`config.mk`:
```
export PLATFORM = sky130hd
export DESIGN_NAME = ascii_hex_frame_encoder_top_flat
export DESIGN_NICKNAME = d
export VERILOG_FILES = /design/src/rtl/ahfe_pkg.sv /design/src/rtl/ahfe_if.sv /design/src/rtl/ahfe_fifo.sv /design/src/rtl/ahfe_front.sv /design/src/rtl/ahfe_back.sv /design/src/rtl/ascii_hex_frame_encoder_top.sv /design/src/flat_wrapper.sv
export SDC_FILE = /design/constraint.sdc
export NUM_CORES = 1
export LEC_CHECK = 0
export BUFFER_PORTS_ARGS = -buffer_cell sky130_fd_sc_hd__buf_2
export CAP_MARGIN = 20
export CORE_ASPECT_RATIO = 0.9
export CORE_UTILIZATION = 32
export DETAILED_ROUTE_END_ITERATION = 10
export GPL_TIMING_DRIVEN = 0
export PLACE_DENSITY_LB_ADDON = 0.15
export SKIP_CTS_REPAIR_TIMING = 1
export SYNTH_ARGS = -nofsm -noshare
export SYNTH_HDL_FRONTEND = slang
export SYNTH_HIERARCHICAL = 1
export SYNTH_SLANG_ARGS = --single-unit
```
`constraint.sdc`:
```
create_clock -name clk -period 3.95 [get_ports clk]
set_input_delay 0.395 -clock clk [delete_from_list [all_inputs] [get_ports clk]]
set_output_delay 0.395 -clock clk [all_outputs]
set_load 0.02 [all_outputs]
```
`src/rtl/ahfe_pkg.sv`:
```
// Package with the shared types, codes and helper functions of the ASCII hex frame encoder.
`default_nettype none

package ahfe_pkg;

  localparam int unsigned CHAR_W    = 8;
  localparam int unsigned NIBBLE_W  = 4;
  localparam int unsigned CFG_IDX_W = 1;

  localparam logic [CHAR_W-1:0] START_CHAR_RST = 8'd36;
  localparam logic [CHAR_W-1:0] END_CHAR_RST   = 8'd13;

  localparam logic [CFG_IDX_W-1:0] CFG_START_CHAR = 1'd0;
  localparam logic [CFG_IDX_W-1:0] CFG_END_CHAR   = 1'd1;

  typedef struct packed {
    logic [CHAR_W-1:0] item_byte;
    logic              as_hex;
    logic              frame_last;
    logic              first;
  } cmd_t;

  typedef enum logic [2:0] {
    PH_FIRST,
    PH_BODY,
    PH_LO,
    PH_CK_HI,
    PH_CK_LO,
    PH_END
  } phase_t;

  function automatic logic [CHAR_W-1:0] hex_digit(input logic [NIBBLE_W-1:0] nib);
    logic [CHAR_W-1:0] wide;
    wide = {{(CHAR_W-NIBBLE_W){1'b0}}, nib};
    if (nib < 4'd10) begin
      return wide + 8'h30;
    end else begin
      return wide + 8'h37;
    end
  endfunction

endpackage

`default_nettype wire

```
`src/rtl/ahfe_if.sv`:
```
// Valid/ready channel interfaces for the input items and the output characters.
`default_nettype none

interface ahfe_in_if;
  logic                             valid;
  logic                             ready;
  logic [ahfe_pkg::CHAR_W-1:0]      item_byte;
  logic                             as_hex;
  logic                             frame_last;

  modport source (output valid, output item_byte, output as_hex, output frame_last,
                  input ready);
  modport sink   (input valid, input item_byte, input as_hex, input frame_last,
                  output ready);
endinterface

interface ahfe_out_if;
  logic                             valid;
  logic                             ready;
  logic [ahfe_pkg::CHAR_W-1:0]      out_char;
  logic                             item_last;
  logic                             frame_done;

  modport source (output valid, output out_char, output item_last, output frame_done,
                  input ready);
  modport sink   (input valid, input out_char, input item_last, input frame_done,
                  output ready);
endinterface

`default_nettype wire

```
`src/rtl/ahfe_fifo.sv`:
```
// Small command queue between the front and the back of the encoder.
`default_nettype none

module ahfe_fifo #(
  parameter int unsigned DEPTH = 2
) (
  input  wire logic           clk,
  input  wire logic           rst_n,
  input  wire logic           push,
  input  wire ahfe_pkg::cmd_t push_data,
  output logic                full,
  input  wire logic           pop,
  output logic                not_empty,
  output ahfe_pkg::cmd_t      head
);

  localparam int unsigned PTR_W = (DEPTH > 1) ? $clog2(DEPTH) : 1;
  localparam int unsigned CNT_W = $clog2(DEPTH + 1);

  ahfe_pkg::cmd_t    slot_r [DEPTH];
  logic [PTR_W-1:0]  wr_ptr_r, wr_ptr_nxt;
  logic [PTR_W-1:0]  rd_ptr_r, rd_ptr_nxt;
  logic [CNT_W-1:0]  count_r, count_nxt;
  logic              do_push;
  logic              do_pop;

  assign full      = (count_r == CNT_W'(DEPTH));
  assign not_empty = (count_r != '0);
  assign head      = slot_r[rd_ptr_r];
  assign do_push   = push && !full;
  assign do_pop    = pop && not_empty;

  always_comb begin
    wr_ptr_nxt = wr_ptr_r;
    rd_ptr_nxt = rd_ptr_r;
    count_nxt  = count_r;
    if (do_push) begin
      wr_ptr_nxt = (wr_ptr_r == PTR_W'(DEPTH - 1)) ? '0 : wr_ptr_r + 1'b1;
    end
    if (do_pop) begin
      rd_ptr_nxt = (rd_ptr_r == PTR_W'(DEPTH - 1)) ? '0 : rd_ptr_r + 1'b1;
    end
    if (do_push && !do_pop) begin
      count_nxt = count_r + 1'b1;
    end else if (do_pop && !do_push) begin
      count_nxt = count_r - 1'b1;
    end
  end

  always_ff @(posedge clk) begin
    if (!rst_n) begin
      wr_ptr_r <= '0;
      rd_ptr_r <= '0;
      count_r  <= '0;
    end else begin
      wr_ptr_r <= wr_ptr_nxt;
      rd_ptr_r <= rd_ptr_nxt;
      count_r  <= count_nxt;
    end
  end

  always_ff @(posedge clk) begin
    if (do_push) begin
      slot_r[wr_ptr_r] <= push_data;
    end
  end

endmodule

`default_nettype wire

```
`src/rtl/ahfe_front.sv`:
```
// Front end: accepts item beats and marks the ones that open a new frame.
`default_nettype none

module ahfe_front (
  input  wire logic      clk,
  input  wire logic      rst_n,
  ahfe_in_if.sink        in_ch,
  input  wire logic      q_full,
  output logic           q_push,
  output ahfe_pkg::cmd_t q_data
);

  logic in_frame_r, in_frame_nxt;
  logic accept;

  assign in_ch.ready = !q_full;
  assign accept      = in_ch.valid && !q_full;
  assign q_push      = accept;

  always_comb begin
    q_data.item_byte  = in_ch.item_byte;
    q_data.as_hex     = in_ch.as_hex;
    q_data.frame_last = in_ch.frame_last;
    q_data.first      = !in_frame_r;
  end

  always_comb begin
    in_frame_nxt = in_frame_r;
    if (accept) begin
      in_frame_nxt = !in_ch.frame_last;
    end
  end

  always_ff @(posedge clk) begin
    if (!rst_n) begin
      in_frame_r <= 1'b0;
    end else begin
      in_frame_r <= in_frame_nxt;
    end
  end

endmodule

`default_nettype wire

```
`src/rtl/ahfe_back.sv`:
```
// Back end: steps through the characters of each queued item and keeps the checksum.
`default_nettype none

module ahfe_back (
  input  wire logic                        clk,
  input  wire logic                        rst_n,
  input  wire logic                        q_valid,
  input  wire ahfe_pkg::cmd_t              q_data,
  output logic                             q_pop,
  input  wire logic [ahfe_pkg::CHAR_W-1:0] start_char,
  input  wire logic [ahfe_pkg::CHAR_W-1:0] end_char,
  ahfe_out_if.source                       out_ch
);

  ahfe_pkg::phase_t             phase_r, phase_nxt, phase_eff;
  logic [ahfe_pkg::CHAR_W-1:0]  xor_r, xor_nxt;
  logic [ahfe_pkg::CHAR_W-1:0]  char_sel;
  logic                         last_sel;
  logic                         done_sel;
  logic                         pop_sel;
  logic                         clear_sum;
  logic                         step;
  logic                         out_valid_r;
  logic [ahfe_pkg::CHAR_W-1:0]  out_char_r;
  logic                         item_last_r;
  logic                         frame_done_r;

  assign step = q_valid && (!out_valid_r || out_ch.ready);

  assign phase_eff = (phase_r == ahfe_pkg::PH_FIRST && !q_data.first) ?
                     ahfe_pkg::PH_BODY : phase_r;

  always_comb begin
    phase_nxt = phase_r;
    if (step) begin
      unique case (phase_eff)
        ahfe_pkg::PH_FIRST: phase_nxt = ahfe_pkg::PH_BODY;
        ahfe_pkg::PH_BODY: begin
          if (q_data.as_hex) begin
            phase_nxt = ahfe_pkg::PH_LO;
          end else begin
            phase_nxt = q_data.frame_last ? ahfe_pkg::PH_CK_HI : ahfe_pkg::PH_FIRST;
          end
        end
        ahfe_pkg::PH_LO:
          phase_nxt = q_data.frame_last ? ahfe_pkg::PH_CK_HI : ahfe_pkg::PH_FIRST;
        ahfe_pkg::PH_CK_HI: phase_nxt = ahfe_pkg::PH_CK_LO;
        ahfe_pkg::PH_CK_LO: phase_nxt = ahfe_pkg::PH_END;
        ahfe_pkg::PH_END:   phase_nxt = ahfe_pkg::PH_FIRST;
        default:            phase_nxt = ahfe_pkg::PH_FIRST;
      endcase
    end
  end

  always_comb begin
    char_sel  = '0;
    last_sel  = 1'b0;
    done_sel  = 1'b0;
    pop_sel   = 1'b0;
    clear_sum = 1'b0;
    unique case (phase_eff)
      ahfe_pkg::PH_FIRST: begin
        char_sel  = start_char;
        clear_sum = 1'b1;
      end
      ahfe_pkg::PH_BODY: begin
        if (q_data.as_hex) begin
          char_sel = ahfe_pkg::hex_digit(q_data.item_byte[7:4]);
        end else begin
          char_sel = q_data.item_byte;
          last_sel = !q_data.frame_last;
          pop_sel  = !q_data.frame_last;
        end
      end
      ahfe_pkg::PH_LO: begin
        char_sel = ahfe_pkg::hex_digit(q_data.item_byte[3:0]);
        last_sel = !q_data.frame_last;
        pop_sel  = !q_data.frame_last;
      end
      ahfe_pkg::PH_CK_HI: char_sel = ahfe_pkg::hex_digit(xor_r[7:4]);
      ahfe_pkg::PH_CK_LO: char_sel = ahfe_pkg::hex_digit(xor_r[3:0]);
      ahfe_pkg::PH_END: begin
        char_sel  = end_char;
        last_sel  = 1'b1;
        done_sel  = 1'b1;
        pop_sel   = 1'b1;
        clear_sum = 1'b1;
      end
      default: char_sel = '0;
    endcase
  end

  always_comb begin
    xor_nxt = xor_r;
    if (step) begin
      if (clear_sum) begin
        xor_nxt = '0;
      end else if (phase_eff == ahfe_pkg::PH_BODY || phase_eff == ahfe_pkg::PH_LO) begin
        xor_nxt = xor_r ^ char_sel;
      end
    end
  end

  assign q_pop = step && pop_sel;

  always_ff @(posedge clk) begin
    if (!rst_n) begin
      phase_r     <= ahfe_pkg::PH_FIRST;
      xor_r       <= '0;
      out_valid_r <= 1'b0;
    end else begin
      phase_r <= phase_nxt;
      xor_r   <= xor_nxt;
      if (step) begin
        out_valid_r <= 1'b1;
      end else if (out_ch.ready) begin
        out_valid_r <= 1'b0;
      end
    end
  end

  always_ff @(posedge clk) begin
    if (step) begin
      out_char_r   <= char_sel;
      item_last_r  <= last_sel;
      frame_done_r <= done_sel;
    end
  end

  assign out_ch.valid      = out_valid_r;
  assign out_ch.out_char   = out_char_r;
  assign out_ch.item_last  = item_last_r;
  assign out_ch.frame_done = frame_done_r;

endmodule

`default_nettype wire

```
`src/rtl/ascii_hex_frame_encoder_top.sv`:
```
// Top level of the ASCII hex frame encoder with XOR checksum.
//
//   Channel  Direction  Beat carries
//   in_ch    sink       item_byte, as_hex, frame_last
//   out_ch   source     out_char, item_last, frame_done
//   cfg_*    write      cfg_index selects start_char or end_char, cfg_wdata
//
// The back end sends one character per cycle while neither side stalls. An item
// gives 1 to 6 characters: one raw character or two hex digits, one more for the
// start character and three for the checksum and end character. The front end
// accepts a new item every cycle while the queue has room. Reset is synchronous
// and leaves the encoder idle between frames. Either side may stall on its own.
`default_nettype none

module ascii_hex_frame_encoder_top #(
  parameter int unsigned QUEUE_DEPTH = 2
) (
  input  wire logic                           clk,
  input  wire logic                           rst_n,
  ahfe_in_if.sink                             in_ch,
  ahfe_out_if.source                          out_ch,
  input  wire logic                           cfg_we,
  input  wire logic [ahfe_pkg::CFG_IDX_W-1:0] cfg_index,
  input  wire logic [ahfe_pkg::CHAR_W-1:0]    cfg_wdata
);

  logic [ahfe_pkg::CHAR_W-1:0] start_char_r;
  logic [ahfe_pkg::CHAR_W-1:0] end_char_r;
  logic                        q_push;
  logic                        q_full;
  logic                        q_pop;
  logic                        q_valid;
  ahfe_pkg::cmd_t              q_in;
  ahfe_pkg::cmd_t              q_head;

  always_ff @(posedge clk) begin
    if (!rst_n) begin
      start_char_r <= ahfe_pkg::START_CHAR_RST;
      end_char_r   <= ahfe_pkg::END_CHAR_RST;
    end else if (cfg_we) begin
      unique case (cfg_index)
        ahfe_pkg::CFG_START_CHAR: start_char_r <= cfg_wdata;
        ahfe_pkg::CFG_END_CHAR:   end_char_r   <= cfg_wdata;
        default: ;
      endcase
    end
  end

  ahfe_front u_front (
    .clk    (clk),
    .rst_n  (rst_n),
    .in_ch  (in_ch),
    .q_full (q_full),
    .q_push (q_push),
    .q_data (q_in)
  );

  ahfe_fifo #(
    .DEPTH (QUEUE_DEPTH)
  ) u_fifo (
    .clk       (clk),
    .rst_n     (rst_n),
    .push      (q_push),
    .push_data (q_in),
    .full      (q_full),
    .pop       (q_pop),
    .not_empty (q_valid),
    .head      (q_head)
  );

  ahfe_back u_back (
    .clk        (clk),
    .rst_n      (rst_n),
    .q_valid    (q_valid),
    .q_data     (q_head),
    .q_pop      (q_pop),
    .start_char (start_char_r),
    .end_char   (end_char_r),
    .out_ch     (out_ch)
  );

endmodule

`default_nettype wire

```
`src/flat_wrapper.sv`:
```
// flat-port wrapper written by rule: the top's interface ports become plain ports
module ascii_hex_frame_encoder_top_flat 
#(
  parameter int unsigned QUEUE_DEPTH = 2
)
  (clk, rst_n, cfg_we, cfg_index, cfg_wdata, in_ch_valid, in_ch_item_byte, in_ch_as_hex, in_ch_frame_last, in_ch_ready, out_ch_valid, out_ch_out_char, out_ch_item_last, out_ch_frame_done, out_ch_ready);
  ahfe_in_if in_ch_i ();
  ahfe_out_if out_ch_i ();
  input  wire logic clk;
  input  wire logic rst_n;
  input  wire logic cfg_we;
  input  wire logic [ahfe_pkg::CFG_IDX_W-1:0] cfg_index;
  input  wire logic [ahfe_pkg::CHAR_W-1:0] cfg_wdata;
  input wire logic [$bits(in_ch_i.valid)-1:0] in_ch_valid;
  input wire logic [$bits(in_ch_i.item_byte)-1:0] in_ch_item_byte;
  input wire logic [$bits(in_ch_i.as_hex)-1:0] in_ch_as_hex;
  input wire logic [$bits(in_ch_i.frame_last)-1:0] in_ch_frame_last;
  output wire logic [$bits(in_ch_i.ready)-1:0] in_ch_ready;
  output wire logic [$bits(out_ch_i.valid)-1:0] out_ch_valid;
  output wire logic [$bits(out_ch_i.out_char)-1:0] out_ch_out_char;
  output wire logic [$bits(out_ch_i.item_last)-1:0] out_ch_item_last;
  output wire logic [$bits(out_ch_i.frame_done)-1:0] out_ch_frame_done;
  input wire logic [$bits(out_ch_i.ready)-1:0] out_ch_ready;
  assign in_ch_i.valid = in_ch_valid;
  assign in_ch_i.item_byte = in_ch_item_byte;
  assign in_ch_i.as_hex = in_ch_as_hex;
  assign in_ch_i.frame_last = in_ch_frame_last;
  assign in_ch_ready = in_ch_i.ready;
  assign out_ch_valid = out_ch_i.valid;
  assign out_ch_out_char = out_ch_i.out_char;
  assign out_ch_item_last = out_ch_i.item_last;
  assign out_ch_frame_done = out_ch_i.frame_done;
  assign out_ch_i.ready = out_ch_ready;
  ascii_hex_frame_encoder_top #(.QUEUE_DEPTH(QUEUE_DEPTH)) u_core (.clk(clk), .rst_n(rst_n), .in_ch(in_ch_i), .out_ch(out_ch_i), .cfg_we(cfg_we), .cfg_index(cfg_index), .cfg_wdata(cfg_wdata));
endmodule
```
Yosys cells after proc, flatten, opt, wreduce, memory -nomap -nowiden
Memories as Yosys holds them, arrays and structs flattened. A register that Yosys moved wholly into a read port is not among the register bits.
Cells that the tools add are included.
{"block": "word_totals", "memories": 1, "mem_bits_rw": 22, "in_bits": 24, "output_inout_bits": 12, "word_cells": 91, "regBits": 43}
{"name": "u_core.u_fifo.slot_r", "words": 2, "word_bits": 11, "rd": 1, "rd_ports_with_merged_regs": 1, "wr": 1, "line": "ahfe_fifo.sv:20", "rtl": "ahfe_pkg::cmd_t slot_r [DEPTH];"}
{"block": "classes", "add_sub_neg": 12, "reduce_logical": 28, "muxes": 26, "order_cmp": 4, "n_eq_ne": 6, "bitwise": 2}
{"op": "adder 4 x 6 -> 7 bit (second input constant)", "n": 8}
{"op": "case mux 8 bit (6 select lines)", "n": 1}
{"op": "two-way mux 7 bit", "n": 4}
{"op": "two-way mux 8 bit", "n": 3}
{"op": "less-than comparator 4 bit (second input constant)", "n": 4}
{"op": "case mux 3 bit (5 select lines)", "n": 1}
{"op": "two-way mux 1 bit", "n": 11}
{"op": "logical AND 1 bit", "n": 8}
{"op": "logical NOT 1 bit", "n": 8}
{"op": "two-way mux 2 bit", "n": 4}
{"op": "nonzero test 2 bit", "n": 4}
{"op": "XOR 8 bit", "n": 1}
{"op": "== test 3 x 2 -> 1 bit (second input constant)", "n": 2}
{"op": "== test 3 bit (second input constant)", "n": 2}
{"op": "logical NOT 3 bit", "n": 2}
{"op": "AND reduction 2 bit", "n": 3}
{"op": "== test 3 x 1 -> 1 bit (second input constant)", "n": 1}
{"op": "two-way mux 3 bit", "n": 1}
{"op": "case mux 1 bit (3 select lines)", "n": 1}
{"op": "adder 1 bit (second input constant)", "n": 2}
{"op": "adder 2 x 1 -> 2 bit (second input constant)", "n": 1}
{"op": "== test 2 bit (second input constant)", "n": 1}
{"op": "logical OR 1 bit", "n": 2}
{"op": "OR reduction 2 bit", "n": 1}
{"op": "other kinds (2)", "n": 2}

Longest topological paths before layout
{"block": "depth", "word_depth": 10, "mapped_depth": 13, "ltp_nobuf": 11}

By module
The synthesis kept the hierarchy.
{"mod": "ahfe_back", "instances": 1, "area_per_inst_um2": 1891.8, "seq_area_each_um2": 540.5, "cells_each": 230}
{"mod": "ahfe_fifo", "instances": 1, "area_per_inst_um2": 1026.0, "seq_area_each_um2": 760.7, "cells_each": 59}
{"mod": "ascii_hex_frame_encoder_top", "instances": 1, "area_per_inst_um2": 663.1, "seq_area_each_um2": 320.3, "cells_each": 69}
{"mod": "ahfe_front", "instances": 1, "area_per_inst_um2": 133.9, "seq_area_each_um2": 20.0, "cells_each": 16}

Worst setup path after synthesis
No wires, ideal clock.
{"block": "synth_timing", "kind": "register to register", "from": "register with a tool-made name", "to": "register u_core.u_fifo.count_r[1]", "setup_time_ns": 0.070, "setup_slack_ns": 1.537, "t_arrival_ns": 2.343, "stages_incl_launch_ff": 13, "period_less_slack_ns": 2.413, "n_path_buf": 2, "t_required_ns": 3.880, "path_cell_list": "dfxtp_1 > buf_2 > mux2_2 > clkbuf_2 > nor2_1 > nor2_1 > nor2_1 > a22o_1 > and2_1 > o21ai_1 > ha_1 > or3_1 > a21boi_1"}
{"element": "end signal: assignment", "line": "ahfe_fifo.sv:58", "rtl": "count_r <= count_nxt;"}
{"element": "end: declaration", "line": "ahfe_fifo.sv:23", "rtl": "logic [CNT_W-1:0] count_r, count_nxt;"}

==> run metrics <==
vias per cell=5.157; first-pass GRT wire length=15070 um; layout cell share with drive strength beyond 1=0.2313; NumNets Final=439; worst vdd ir=0.0003816 V; async set or reset register ratio after synthesis=0; IO Count=36; Netlist Area Pre-Place=3715 um2; Peak Freq=368.6 MHz; antenna cells=0; initial cell density of the core=0.3353; CTS tree=built; Core ar.=11080 um2; sequential-to-total area share from yosys stat=0.4419; H-tree depth=3; vias in the first global route=2858; Synth Area in Adders=0.01684; most used flip-flop cell after synthesis=dfxtp_1; Die X=115.6 um; Cell Rows=36; worst skew pair latency=0.34 ns; fin crit period=2.713 ns; unrepaired setup endpoints after global routing=no; final worst slack=1.237 ns; DR pass1 iterations=4; Hold Path Class=in2reg; clock-pin slew on the worst setup and hold paths=0.06 ns; Longest Clk Path Bufs=2; HPWL Detailed=6635 um; worst-path maximum fanout=10; Max-Cap Viols=0; Critical Path RT=4.22 ns; largest family of logic cells by synthesized area=simple AND/OR/NAND/NOR gates; outcome=complete, no violations; Synth Area in Compound Gates=0.1627; Post-route DRC=0; Synth Area per Inst=9.933 um2; kind of critical path=reg2reg; slew margin rel.=0.5328; pre-CTS setup slack=1.246 ns; largest net degree at the start of global routing=18; number of flops mapped to enable cells by yosys=32; post-synthesis xor/xnor area fraction=0.009431; P_leak=1.711 nW; final hold vios=0; power per cell area=705.2 nW/um2; clock buffer count from CTS=9; startpoint types=flop; Tightest Pin Transition=0.6971 ns; Fillers=1128; via count=2924; Max Slew Vio Count=0; post-synthesis register bit count=66; Ys Warns=6; gr usage total=0.1677; Cells after Synth=374; Port Buffers=24; routability cong.=0.7927; Setup TNS=0 ns; grt ovf=0; Yosys cell types=71; final setup vio count=0; Final Routed Wirelength=9202 um; syn_nets=403; Crit path arrival time=2.98 ns; Simple-Gate Fraction of Synth Area=0.2112; detailed router's first-iteration violation count=171; Routed wire per std cell=16.23 um; fin crit share=0.6868; Setup Skew=0.006059 ns; Critical Path End Type=flop; antenna violations before repair=0; proportion of synthesized area in mux cells=0.07444; Die Area=12040 um2; Die Y=104.2 um; Sink Count=66; root buf cell=clkbuf_16; Detail Route Antenna Nets=0; Layout area overhead=17.88%
==> cells by family after synthesis <==
| family | count (synthesis) |
|---|---|
| DFF | 66 |
| muxes | 26 |
| xor gates and xnor gates | 4 |
| AOI/OAI and AO/OA | 88 |
| buffers and inverters | 57 |
| adders and majority gates | 5 |
| and+or+nand+nor | 128 |
==> layer usage <==
layer	vias to the layer above	global-route usage	wire length [um]
li1	1448	-	-
met1	1407	0.2348	4614
met2	63	0.2421	4114
met3	6	0.05303	372
met4	0	0.05195	101
met5	-	0	0
==> cell type report <==
cell class,instances,area [um2],area share
plain buffers,32,216.5,0.04943
flip-flops and latches,66,1642,0.3749
repair buffers,25,131.4,0.03000
multi-input cells,251,1763,0.4026
clock buffers,9,225.2,0.05143
clock inverters,7,117.6,0.02686
well taps,152,190.2,0.04343
inverters,25,93.84,0.02143
==> through the flow <==
step	hold WS, ns	power (W)	instances	utilization	instance area [um2]
after floorplan	0.4286	0.001843	374	-	3715
after global placement	0.4473	0.002156	550	0.3633	4025
after detailed placement	0.4488	0.002168	550	0.3633	4025
after CTS	0.2254	0.003104	566	0.3942	4368
after global routing	0.2178	0.003297	567	0.3952	4379
final	0.2404	0.003088	567	0.3952	4379
==> worst max-delay path, cell delays in order, from the launching register on <==
cell and delay [ns]:
dfxtp_1 0.33, buf_2 0.27, mux2_2 0.37, clkbuf_2 0.19
nor2_1 0.13, nor2_1 0.04, nor2_1 0.09, a22o_1 0.17
and2_1 0.13, o21ai_1 0.09, ha_1 0.34, or3_1 0.35
a21boi_1 0.13
==> placed cells by master (no fill, tap or decap), types with 4 or more instances in the layout <==
cell type and n:
a211oi_1 4, nand2b_1 4, and2_1 4, nand2_1 29, clkbuf_16 9, dfxtp_1 34, nand4_1 5, ha_1 5
buf_2 36, nor2_1 13, o21ai_0 14, mux2_2 13, inv_1 24, nand3b_1 8, o21a_1 4, buf_6 6
o211ai_1 7, nand3_1 13, mux2i_1 13, nor3b_1 4, buf_4 11, nor4_1 4, edfxtp_1 32, a21oi_1 18
nor2b_1 9, a31oi_1 5
==> cells in the mapped netlist (5+ instances only) <==
cell type / number / area (um2)
buf_2: 12 / 60.06
buf_4: 11 / 82.58
nand2_1: 29 / 108.9
buf_6: 5 / 56.30
a21oi_1: 18 / 90.09
nand3b_1: 8 / 60.06
mux2_2: 13 / 146.4
ha_1: 5 / 62.56
a31oi_1: 5 / 31.28
o21ai_0: 14 / 70.07
o211ai_1: 7 / 52.55
nor2_1: 13 / 48.80
nand4_1: 5 / 31.28
inv_1: 24 / 90.09
mux2i_1: 13 / 130.1
edfxtp_1: 32 / 960.9
dfxtp_1: 34 / 680.7
nor2b_1: 9 / 56.30
nand3_1: 13 / 65.06
==> power by group <==
| part | total, W | switching (W) | internal, W |
|---|---|---|---|
| Combinational | 0.00116 | 0.000721 | 0.000435 |
| Clock | 0.000916 | 0.000301 | 0.000615 |
| Sequential | 0.00102 | 0.0000887 | 0.000927 |
==> worst paths after layout <==
path                                             from                                     to  slack [ns]  cells past startpoint
hold / removal                     in_ch_item_byte[5]   u_core/u_fifo/slot_r[0][8]$_DFFE_PP_        0.24                      1
hold reg to reg   u_core/start_char_r[6]$_SDFFE_PN0P_    u_core/start_char_r[6]$_SDFFE_PN0P_        0.46                      2
setup / recovery                                 flop  u_core/u_fifo/count_r[1]$_SDFFE_PN0P_        1.24                     12
setup reg to reg                                 flop  u_core/u_fifo/count_r[1]$_SDFFE_PN0P_        1.24                     12
==> sequential cells by signal (all words and copies together), names as in the netlist, named ones only <==
register,count
u_core/end_char_r,8
u_core/start_char_r,8
u_core/u_back/out_ch.frame_done,1
u_core/u_back/out_ch.item_last,1
u_core/u_back/out_ch.out_char,8
u_core/u_back/out_ch.valid,1
u_core/u_back/phase_r,3
u_core/u_back/xor_r,8
u_core/u_fifo/count_r,2
u_core/u_fifo/rd_ptr_r,1
u_core/u_fifo/slot_r,22
u_core/u_fifo/wr_ptr_r,1
u_core/u_front/in_frame_r,1
(Power assumes the default switching activity.)
